`config.mk`:
```
export PLATFORM = sky130hd
export DESIGN_NAME = ipv6_flow_key_extractor
export DESIGN_NICKNAME = d
export VERILOG_FILES = /design/src/hdl/ipv6fk_pkg.sv /design/src/hdl/ipv6_flow_key_extractor.sv
export SDC_FILE = /design/constraint.sdc
export NUM_CORES = 1
export LEC_CHECK = 0
export ABC_AREA = 1
export BUFFER_PORTS_ARGS = -buffer_cell sky130_fd_sc_hd__buf_4
export CAP_MARGIN = 30
export CORE_ASPECT_RATIO = 0.9
export CORE_MARGIN = 1
export CORE_UTILIZATION = 30
export DETAILED_ROUTE_END_ITERATION = 6
export GPL_TIMING_DRIVEN = 0
export PLACE_DENSITY_LB_ADDON = 0.08
export SETUP_SLACK_MARGIN = 0.1
export SYNTH_ARGS = -nofsm -noshare
export SYNTH_HDL_FRONTEND = slang
export SYNTH_SLANG_ARGS = --single-unit
```
`constraint.sdc`:
```
create_clock -name clk -period 7.6 [get_ports clk]
set_clock_uncertainty 0.15 [all_clocks]
set_input_delay 1.14 -clock clk [delete_from_list [all_inputs] [get_ports clk]]
set_output_delay 1.14 -clock clk [all_outputs]
set_load 0.01 [all_outputs]
```
`src/hdl/ipv6fk_pkg.sv`:
```
package ipv6fk_pkg;

    typedef enum logic [2:0] {
        PH_FIXED  = 3'd0,
        PH_SEEK   = 3'd1,
        PH_EXTLEN = 3'd2,
        PH_UPPER  = 3'd3,
        PH_LOST   = 3'd4
    } phase_t;

    localparam logic [7:0] NH_HOP_BY_HOP = 8'd0;
    localparam logic [7:0] NH_ROUTING    = 8'd43;
    localparam logic [7:0] NH_DEST_OPT   = 8'd60;
    localparam logic [7:0] NH_TCP        = 8'd6;
    localparam logic [7:0] NH_UDP        = 8'd17;
    localparam logic [7:0] NH_SCTP       = 8'd132;
    localparam logic [7:0] NH_ICMPV6     = 8'd58;
    localparam logic [7:0] NH_MOBILITY   = 8'd135;

    localparam logic [2:0] PORT_BYTES     = 3'd4;
    localparam logic [2:0] ICMP_BYTES     = 3'd2;
    localparam logic [2:0] MOBILITY_BYTES = 3'd3;
    localparam logic [2:0] FIRST_BYTE     = 3'd1;

    typedef struct packed {
        logic [7:0]  packet_byte;
        logic        last_byte;
        logic [15:0] interface_index;
    } pkt_t;

    typedef struct packed {
        logic [63:0] dest_addr_high;
        logic [63:0] dest_addr_low;
        logic [63:0] source_addr_high;
        logic [63:0] source_addr_low;
        logic [7:0]  protocol;
        logic [15:0] source_port;
        logic [15:0] dest_port;
        logic [7:0]  icmp_type;
        logic [7:0]  icmp_code;
        logic [7:0]  mobility_type;
        logic [15:0] out_interface;
        logic        found;
    } key_t;

endpackage

```
`src/hdl/ipv6_flow_key_extractor.sv`:
```
// IPv6 flow key extractor: takes a packet one byte per request on pkt_*, starting at the
// fixed header, and returns one flow key on key_* for the request that carries the last
// byte. Addresses come from the fixed header; hop-by-hop, routing and destination-option
// headers are skipped by their length byte, and the first other header gives the protocol
// plus ports (TCP/UDP/SCTP), ICMPv6 type/code or the mobility type (when cfg enables it).
// A byte is taken every cycle while not stalled; each byte passes an input register and one
// short parse step into the state and key registers, and the key is driven from those. Input
// stalls only while a finished key is held by key_stall. The position counter has
// POSITION_BITS bits and saturates; headers past its range are not found.
module ipv6_flow_key_extractor #(
    parameter int POSITION_BITS = 16
) (
    input  logic              clk,
    input  logic              rst_n,
    input  logic              pkt_valid,
    output logic              pkt_stall,
    input  ipv6fk_pkg::pkt_t  pkt_data,
    output logic              key_valid,
    input  logic              key_stall,
    output ipv6fk_pkg::key_t  key_data,
    input  logic              cfg_valid,
    output logic              cfg_ready,
    input  logic              cfg_data
);

    localparam int P     = POSITION_BITS;
    localparam int SUM_W = ((P > 12) ? P : 12) + 1;
    localparam logic [P-1:0] POS_MAX = {P{1'b1}};

    logic                 advance;
    logic                 mobility_enable_reg;

    logic                 s1_valid_reg;
    ipv6fk_pkg::pkt_t     s1_data_reg;

    logic [P-1:0]         byte_position_reg, byte_position_next;
    logic [P-1:0]         header_start_reg, header_start_next;
    logic [7:0]           next_header_reg, next_header_next;
    ipv6fk_pkg::phase_t   phase_reg, phase_next;
    logic [3:0][63:0]     addr_reg, addr_next;
    logic [3:0][7:0]      upper_reg, upper_next;
    logic [2:0]           seen_reg, seen_next;
    logic [7:0]           stopped_reg, stopped_next;

    logic                 key_valid_reg, key_valid_next;
    ipv6fk_pkg::key_t     key_data_reg, key_data_next;

    logic [P-1:0]         pos_off;
    logic [SUM_W-1:0]     ext_next;
    logic [7:0]           b;
    logic                 is_ext;

    assign advance   = !(key_valid_reg && key_stall);
    assign pkt_stall = !advance;
    assign cfg_ready = 1'b1;
    assign key_valid = key_valid_reg;
    assign key_data  = key_data_reg;

    assign b       = s1_data_reg.packet_byte;
    assign pos_off = byte_position_reg - P'(8);
    assign is_ext  = (next_header_reg == ipv6fk_pkg::NH_HOP_BY_HOP)
                  || (next_header_reg == ipv6fk_pkg::NH_ROUTING)
                  || (next_header_reg == ipv6fk_pkg::NH_DEST_OPT);
    assign ext_next = SUM_W'(header_start_reg)
                    + ((SUM_W'(b) + SUM_W'(1)) << 3);

    always_comb
    begin
        byte_position_next = byte_position_reg;
        header_start_next  = header_start_reg;
        next_header_next   = next_header_reg;
        phase_next         = phase_reg;
        addr_next          = addr_reg;
        upper_next         = upper_reg;
        seen_next          = seen_reg;
        stopped_next       = stopped_reg;
        key_valid_next     = 1'b0;
        key_data_next      = key_data_reg;

        if (s1_valid_reg)
        begin
            case (phase_reg)
                ipv6fk_pkg::PH_FIXED:
                begin
                    if (byte_position_reg == P'(6))
                        next_header_next = b;
                    if (byte_position_reg >= P'(8) && byte_position_reg < P'(40))
                        addr_next[pos_off[4:3]] = {addr_reg[pos_off[4:3]][55:0], b};
                    if (byte_position_reg == P'(39))
                        phase_next = ipv6fk_pkg::PH_SEEK;
                end
                ipv6fk_pkg::PH_SEEK:
                begin
                    if (byte_position_reg == header_start_reg)
                    begin
                        if (is_ext)
                        begin
                            next_header_next = b;
                            phase_next       = ipv6fk_pkg::PH_EXTLEN;
                        end
                        else
                        begin
                            stopped_next  = next_header_reg;
                            upper_next[0] = b;
                            seen_next     = ipv6fk_pkg::FIRST_BYTE;
                            phase_next    = ipv6fk_pkg::PH_UPPER;
                        end
                    end
                end
                ipv6fk_pkg::PH_EXTLEN:
                begin
                    // header start beyond the counter range can never be reached
                    if (ext_next > SUM_W'(POS_MAX))
                        phase_next = ipv6fk_pkg::PH_LOST;
                    else
                    begin
                        header_start_next = ext_next[P-1:0];
                        phase_next        = ipv6fk_pkg::PH_SEEK;
                    end
                end
                ipv6fk_pkg::PH_UPPER:
                begin
                    if (seen_reg < ipv6fk_pkg::PORT_BYTES)
                    begin
                        upper_next[seen_reg[1:0]] = b;
                        seen_next = seen_reg + 3'd1;
                    end
                end
                default:
                begin
                end
            endcase

            if (byte_position_reg < POS_MAX)
                byte_position_next = byte_position_reg + P'(1);
            else if (phase_next != ipv6fk_pkg::PH_UPPER)
                phase_next = ipv6fk_pkg::PH_LOST;

            if (s1_data_reg.last_byte)
            begin
                key_valid_next                 = 1'b1;
                key_data_next.dest_addr_high   = addr_next[2];
                key_data_next.dest_addr_low    = addr_next[3];
                key_data_next.source_addr_high = addr_next[0];
                key_data_next.source_addr_low  = addr_next[1];
                key_data_next.protocol         = 8'd0;
                key_data_next.source_port      = 16'd0;
                key_data_next.dest_port        = 16'd0;
                key_data_next.icmp_type        = 8'd0;
                key_data_next.icmp_code        = 8'd0;
                key_data_next.mobility_type    = 8'd0;
                key_data_next.out_interface    = 16'd0;
                key_data_next.found            = 1'b0;
                if (phase_next == ipv6fk_pkg::PH_UPPER)
                begin
                    key_data_next.protocol      = stopped_next;
                    key_data_next.out_interface = s1_data_reg.interface_index;
                    key_data_next.found         = 1'b1;
                    if (stopped_next == ipv6fk_pkg::NH_TCP
                        || stopped_next == ipv6fk_pkg::NH_UDP
                        || stopped_next == ipv6fk_pkg::NH_SCTP)
                    begin
                        if (seen_next >= ipv6fk_pkg::PORT_BYTES)
                        begin
                            key_data_next.source_port = {upper_next[0], upper_next[1]};
                            key_data_next.dest_port   = {upper_next[2], upper_next[3]};
                        end
                    end
                    else if (stopped_next == ipv6fk_pkg::NH_ICMPV6)
                    begin
                        if (seen_next >= ipv6fk_pkg::ICMP_BYTES)
                        begin
                            key_data_next.icmp_type = upper_next[0];
                            key_data_next.icmp_code = upper_next[1];
                        end
                    end
                    else if (stopped_next == ipv6fk_pkg::NH_MOBILITY && mobility_enable_reg)
                    begin
                        if (seen_next >= ipv6fk_pkg::MOBILITY_BYTES)
                            key_data_next.mobility_type = upper_next[2];
                    end
                end

                // back to the start of a packet
                byte_position_next = '0;
                header_start_next  = P'(40);
                next_header_next   = 8'd0;
                phase_next         = ipv6fk_pkg::PH_FIXED;
                addr_next          = '0;
                upper_next         = '0;
                seen_next          = 3'd0;
                stopped_next       = 8'd0;
            end
        end
    end

    always_ff @(posedge clk or negedge rst_n)
    begin
        if (!rst_n)
        begin
            mobility_enable_reg <= 1'b1;
            s1_valid_reg        <= 1'b0;
            key_valid_reg       <= 1'b0;
            byte_position_reg   <= '0;
            header_start_reg    <= P'(40);
            next_header_reg     <= 8'd0;
            phase_reg           <= ipv6fk_pkg::PH_FIXED;
            addr_reg            <= '0;
            upper_reg           <= '0;
            seen_reg            <= 3'd0;
            stopped_reg         <= 8'd0;
        end
        else
        begin
            if (cfg_valid && cfg_ready)
                mobility_enable_reg <= cfg_data;
            if (advance)
            begin
                s1_valid_reg      <= pkt_valid;
                key_valid_reg     <= key_valid_next;
                byte_position_reg <= byte_position_next;
                header_start_reg  <= header_start_next;
                next_header_reg   <= next_header_next;
                phase_reg         <= phase_next;
                addr_reg          <= addr_next;
                upper_reg         <= upper_next;
                seen_reg          <= seen_next;
                stopped_reg       <= stopped_next;
            end
        end
    end

    always_ff @(posedge clk)
    begin
        if (advance)
        begin
            s1_data_reg  <= pkt_data;
            key_data_reg <= key_data_next;
        end
    end

    a_pos_past_fixed: assert property (@(posedge clk) disable iff (!rst_n)
        phase_reg != ipv6fk_pkg::PH_FIXED |-> byte_position_reg >= P'(40))
        else $error("parse left fixed header before byte 40");

    a_header_start_min: assert property (@(posedge clk) disable iff (!rst_n)
        header_start_reg >= P'(40))
        else $error("header start below end of fixed header");

    a_seen_range: assert property (@(posedge clk) disable iff (!rst_n)
        seen_reg <= ipv6fk_pkg::PORT_BYTES)
        else $error("upper byte count out of range");

    a_upper_seen: assert property (@(posedge clk) disable iff (!rst_n)
        phase_reg == ipv6fk_pkg::PH_UPPER |-> seen_reg >= ipv6fk_pkg::FIRST_BYTE)
        else $error("upper phase without a captured byte");

    a_not_found_zero: assert property (@(posedge clk) disable iff (!rst_n)
        key_valid_reg && !key_data_reg.found
        |-> key_data_reg.protocol == 8'd0 && key_data_reg.out_interface == 16'd0)
        else $error("key without stopping header reports protocol or interface");

    a_stall_holds_state: assert property (@(posedge clk) disable iff (!rst_n)
        key_valid_reg && key_stall |=> $stable(byte_position_reg) && $stable(phase_reg))
        else $error("parse state moved while key held");

endmodule
```
# [Word level (Yosys, flattened, before mapping)]
# Index checks and enable logic that the tools add are counted.
[totals] ff_bits=707 latch_bits=0 mem_bits_rw=0 mem_bits_ro=0 in_bits=31 output_inout_bits=340 elab_cells=147 n_memories=0
[classes] n_addsub=5 n_mul=0 n_div=0 magnitude_cmp=12 n_eq_ne=19 shift=0 muxes=51 bitwise=6 reduce_logical=22
[op_table] cell="$mux W256" count=3
[op_table] cell="$bwmux W256" count=1
[op_table] cell="$bmux W64 S2" count=1
[op_table] cell="$demux W64 S2" count=1
[op_table] cell="$mux W8" count=12
[op_table] cell="$mux W16" count=5
[op_table] cell="$mux W32" count=2
[op_table] cell="$mux W64" count=1
[op_table] cell="$mux W56" count=1
[op_table] cell="$mux W3" count=13
[op_table] cell="$bwmux W32" count=1
[op_table] cell="$pmux W8 S2" count=2
[op_table] cell="$eq A8 B6 Y1 const B" count=3
[op_table] cell="$mux W24" count=1
[op_table] cell="$add A16 B12 Y17" count=1
[op_table] cell="$gt A17 B16 Y1 const B" count=1
[op_table] cell="$add A16 B1 Y16 const B" count=1
[op_table] cell="$demux W8 S2" count=1
[op_table] cell="$eq A16 B16 Y1" count=1
[op_table] cell="$eq A16 B3 Y1 const B" count=1
[op_table] cell="$eq A16 B6 Y1 const B" count=1
[op_table] cell="$eq A8 B8 Y1 const B" count=2
[op_table] cell="$ge A16 B4 Y1 const B" count=1
[op_table] cell="$lt A16 B16 Y1 const B" count=1
[op_table] cell="32 further kinds" count=57

# [Depth between registers and ports, before layout]
[logic_depth] ltp_word=14 depth_mapped=19 ltp_nobuf=18

# [Least setup slack after synthesis]
# Ideal clock, no wire load.
[synth_path] kind="input to register" start="input port key_stall" end="register byte_position_reg[8]" setup_time_ns=0.123 t_arrival_ns=8.620 required_ns=7.327 setup_slack_ns=-1.294 path_stages=13 n_path_buf=1 cell_sequence="nand2_1 inv_1 nor2_4 inv_1 nor2_4 inv_2 nand2_1 buf_2 nand2_1 nor3_1 nand2_1 o31ai_1 nor2_1"
[synth_via] elab_chain_len=3
[synth_lines] item="start, declared" line="ipv6_flow_key_extractor.sv:19" rtl="input logic key_stall,"
[synth_lines] item="$logic_and A1 B1 Y1" line="ipv6_flow_key_extractor.sv:53" rtl="assign advance = !(key_valid_reg && key_stall);"
[synth_lines] item="net pkt_stall" line="ipv6_flow_key_extractor.sv:16" rtl="output logic pkt_stall,"
[synth_lines] item="$not A1 Y1 (no source line)"
[synth_lines] item="$reduce_and A3 Y1 (no source line)"
[synth_lines] item="end signal, assigned" line="ipv6_flow_key_extractor.sv:221" rtl="byte_position_reg <= byte_position_next;"
[synth_lines] item="end, declared" line="ipv6_flow_key_extractor.sv:36" rtl="logic [P-1:0] byte_position_reg, byte_position_next;"
# The timed path passes the listed nets, and every way through them passes these cells.
# A chain may end at the register's enable or synchronous reset.

# [Final worst setup path]
[layout_path] start="register byte_position_reg[3]" end="register addr_reg[253] (netlist name)"
[layout_via] elab_chain_len=9 elab_cells_between_ends=15 classes_between="add/sub: 1; order compare: 4; mux: 8; reduce/logical: 2"
[layout_lines] item="$sub A5 B4 Y5" line="ipv6_flow_key_extractor.sv:60" rtl="assign pos_off = byte_position_reg - P'(8);"
[layout_lines] item="$lt A2 B3 Y1 (not written as such) or $ge A2 B1 Y1 (tied branches)" line="ipv6_flow_key_extractor.sv:88" rtl="addr_next[pos_off[4:3]] = {addr_reg[pos_off[4:3]][55:0], b};"
[layout_lines] item="$logic_and A1 B1 Y1 (not written as such)" line="ipv6_flow_key_extractor.sv:88"
[layout_lines] item="$mux W64 (not written as such)" line="ipv6_flow_key_extractor.sv:88"
[layout_lines] item="$demux W64 S2" line="ipv6_flow_key_extractor.sv:88"
[layout_lines] item="$bwmux W256" line="ipv6_flow_key_extractor.sv:88"
[layout_lines] item="$mux W256 *" line="ipv6_flow_key_extractor.sv:87" rtl="if (byte_position_reg >= P'(8) && byte_position_reg < P'(40))"
[layout_lines] item="$mux W256 *" line="ipv6_flow_key_extractor.sv:82" rtl="case (phase_reg)"
[layout_lines] item="$mux W256 *" line="ipv6_flow_key_extractor.sv:139" rtl="if (s1_data_reg.last_byte)"
[layout_lines] item="end signal, assigned" line="ipv6_flow_key_extractor.sv:225" rtl="addr_reg <= addr_next;"
[layout_lines] item="end, declared" line="ipv6_flow_key_extractor.sv:40" rtl="logic [3:0][63:0] addr_reg, addr_next;"
# Mark *: on every way between the ends. The rest lies on a longest branch, timed or not. The select of a mux whose other input is x is not followed.

==> impl_metrics.toml <==
[yosys]
ys_seq_area_share_pct = 62.6
ys_top_cells_by_area = "edfxtp_1, dfrtp_1, o21ai_0"
synthMuxAreaShare_pct = 0.0685
syn_area_per_cell_um2 = 9.63
synthSimpleGateAreaFrac_pct = 13.5
synth-edff-count = 362
yosysWarnings = 0
synth_top_area_share_pct = 35.0
yosysTopAreaCell = "edfxtp_1"
ys_types = 47
synth_top_family_by_area = "compound AO/OA/AOI/OAI gates"
synth-xor-area-share_pct = 0.423
ys_ff_latch = 704
synth_cells = 3222
synthFlopType = "edfxtp_1"
postSynthNetCount = 3276
synth_compound_area_share_pct = 14.9
syn_area_um2 = 31000
async_flop_share_pct = 48.6
synth_fa_ha_area_share_pct = 0.952

[placement]
dpl_cell_area_um2 = 36000
io_buffers = 369
place_congestion = 0.862
dp_hpwl_um = 81400
place_inst = 4970

[clocking]
insertion_delay_ns = 0.67
clock_tree.buffer_depth = 3
cts_sinks = 704
cts_made_buffers = 83
cts_tree = "done"
cts_root_buf = "clkbuf_16"
cts_htree_levels = 3
cts_resized = 0
cts_hold_buf = 0
postCtsSetupRepairBufs = 0
clk_pin_slew_ns = 0.07

[setup_path]
worstSetupPathType = "register to register"
crit_arrival_ns = 5.96
reg2reg_slack_ns = 2.00
cp-end-kind = "register"
required_ns = 7.96
cp_max_fo = 11
start_kind = "register"

[final_layout]
largest_register_ffs = 337
multi_input_area_um2 = 9320
nets = 3753
final_common_cell = "nand2_1"
layout-drive-gt1-share_pct = 17.4
regArea_um2 = 19400
finalNonFillerCells = 5126
fin_area_um2 = 38800
n_fill_cell = 10500
layout_common_cells = "nand2_1, o21ai_0, buf_4"
area_growth_pct = 25.1

[power]
sequentialPowerShare_pct = 44.8
peakVddDrop_mv = 0.174
p_per_area_nw_per_um2 = 249
power_frac_clock_pct = 42.8
switching_share_pct = 27.1
p_sw_uw = 2620
total_leakage_power_uw = 0.0159
internal_power_uw = 7040
combPwrFrac_pct = 12.3

[floorplanning]
dieArea_um2 = 105000
die_h_um = 307
rows = 111
core_area_um2 = 102000
pin_count = 371
fp.dieW_um = 341
start_util_pct = 30.4

[global_routing]
grt_pass1_vias = 23900
grt_max_degree = 107
grt_use_total_pct = 21.1
grt_antenna_before_repair = 3
grt_pass1_wl_um = 163000
overflow = 0

[drt]
viasPerCell = 4.82
top_layer = "met4"
wl_um = 112000
dr.pass1.iters = 5
wl_met3_um = 6240
vias = 24700
drc = 0
drt-met1-wl_um = 53900
wl_per_cell_um = 21.8
wl_met2_um = 48000
ant_nets = 0
drt_iter0_markers = 1827

[run_status]
status = "finished, final reports clean"

[sta]
grt_setup_unrepaired = "no"
fin_crit_sh_pct = 73.6
finalMaxSlewViolations = 0
final_hold_viol_count = 0
period_needed_ns = 5.60
max_freq_mhz = 179
slew_headroom_pct = 28.8
setup_viol = 0
worst_pin_slew_ns = 1.06

[worst_hold_path]
hp-class = "input pin to async pin"

[job]
maxCapViolations = 0
## power groups by stage
stage / Combinational [uW] / Sequential, uW / Clock, uW
after floorplan: 533 / 4460 / 0
after global placement: 1150 / 4460 / 0
after detailed placement: 1200 / 4400 / 0
after CTS: 1200 / 4330 / 4250
after global routing: 1310 / 4350 / 4380
final: 1190 / 4330 / 4140
## final timing paths
path / startpoint / end / cells after the start
max reg2reg: byte_position_reg[3] / addr_reg[253] / 17
min in group clk: byte_position_reg[14] / byte_position_reg[14] / 1
max in group asynchronous: rst_n / addr_reg[251] / 2
min reg2reg: byte_position_reg[14] / byte_position_reg[14] / 1
max: byte_position_reg[3] / addr_reg[253] / 17
min: rst_n / s1_valid_reg / 1
## worst max-delay path, stage by stage, from the launching register on
cell,delay (ns)
dfrtp_1,0.50
inv_2,0.31
clkbuf_1,0.35
buf_8,0.22
buf_1,0.55
clkbuf_1,0.77
ha_1,0.40
inv_1,0.08
clkbuf_1,0.34
buf_8,0.22
buf_1,0.42
a21oi_1,0.09
o21ai_0,0.15
nand2_1,0.27
nand2_1,0.13
o21ai_0,0.24
nand2_1,0.12
o21ai_0,0.10
## layer usage
metal / up-vias / GRT usage [%]
met1: 12100 / 31.5
met4: 0 / 6.84
li1: 11700 / -
met5: - / 0
met3: 161 / 3.84
met2: 696 / 30.7
## layout make-up
| cell class | instances | share of cell area, % |
|---|---|---|
| sequential | 704 | 50.1 |
| multi-input combinational | 1940 | 24.0 |
| timing repair buffer | 392 | 8.34 |
| clock buffer | 112 | 5.84 |
| tap | 1356 | 4.37 |
| inverter | 402 | 3.90 |
| buffer | 176 | 2.14 |
| clock inverter | 42 | 1.32 |
| antenna | 2 | 0.0129 |
## logic make-up (layout without fill, tap and decap cells)
group                    Yosys count  in the layout
AND/OR/NAND/NOR                 1005           1005
other                              1              3
AO/OA/AOI/OAI                    894            894
multiplexers                       2              2
XOR/XNOR                          15             15
buffers and inverters            578           1124
adder cells (fa/ha/maj)           23             23
flip-flops                       704            704
## cell usage after synthesis (15+ instances only)
master and n:
nor3_1 15, inv_2 17, nand3_1 40, dfrtp_1 339, inv_1 384, clkbuf_1 105
edfxtp_1 362, buf_2 16, o21ai_0 677, a22o_1 16, o22ai_1 45, buf_1 25
ha_1 22, nand2_1 752, nor2_4 16, nand4_1 16, nor2_1 119, a21oi_1 140
buf_4 25, nor2_2 21
## through the flow
| stage | setup slack [ns] | hold WS [ns] | power, uW | util [%] | setup TNS, ns |
|---|---|---|---|---|---|
| after floorplan | -0.518 | 0.303 | 4990 | - | -10.52 |
| after global placement | -5.01 | 0.326 | 5610 | 34.8 | -1230.32 |
| after detailed placement | 1.95 | 0.325 | 5600 | 35.2 | 0 |
| after CTS | 1.94 | 0.305 | 9780 | 38.0 | 0 |
| after global routing | 1.70 | 0.310 | 10000 | 38.0 | 0 |
| final | 2.00 | 0.288 | 9660 | 38.0 | 0 |
No activity file was read; power rests on OpenSTA's default activity.
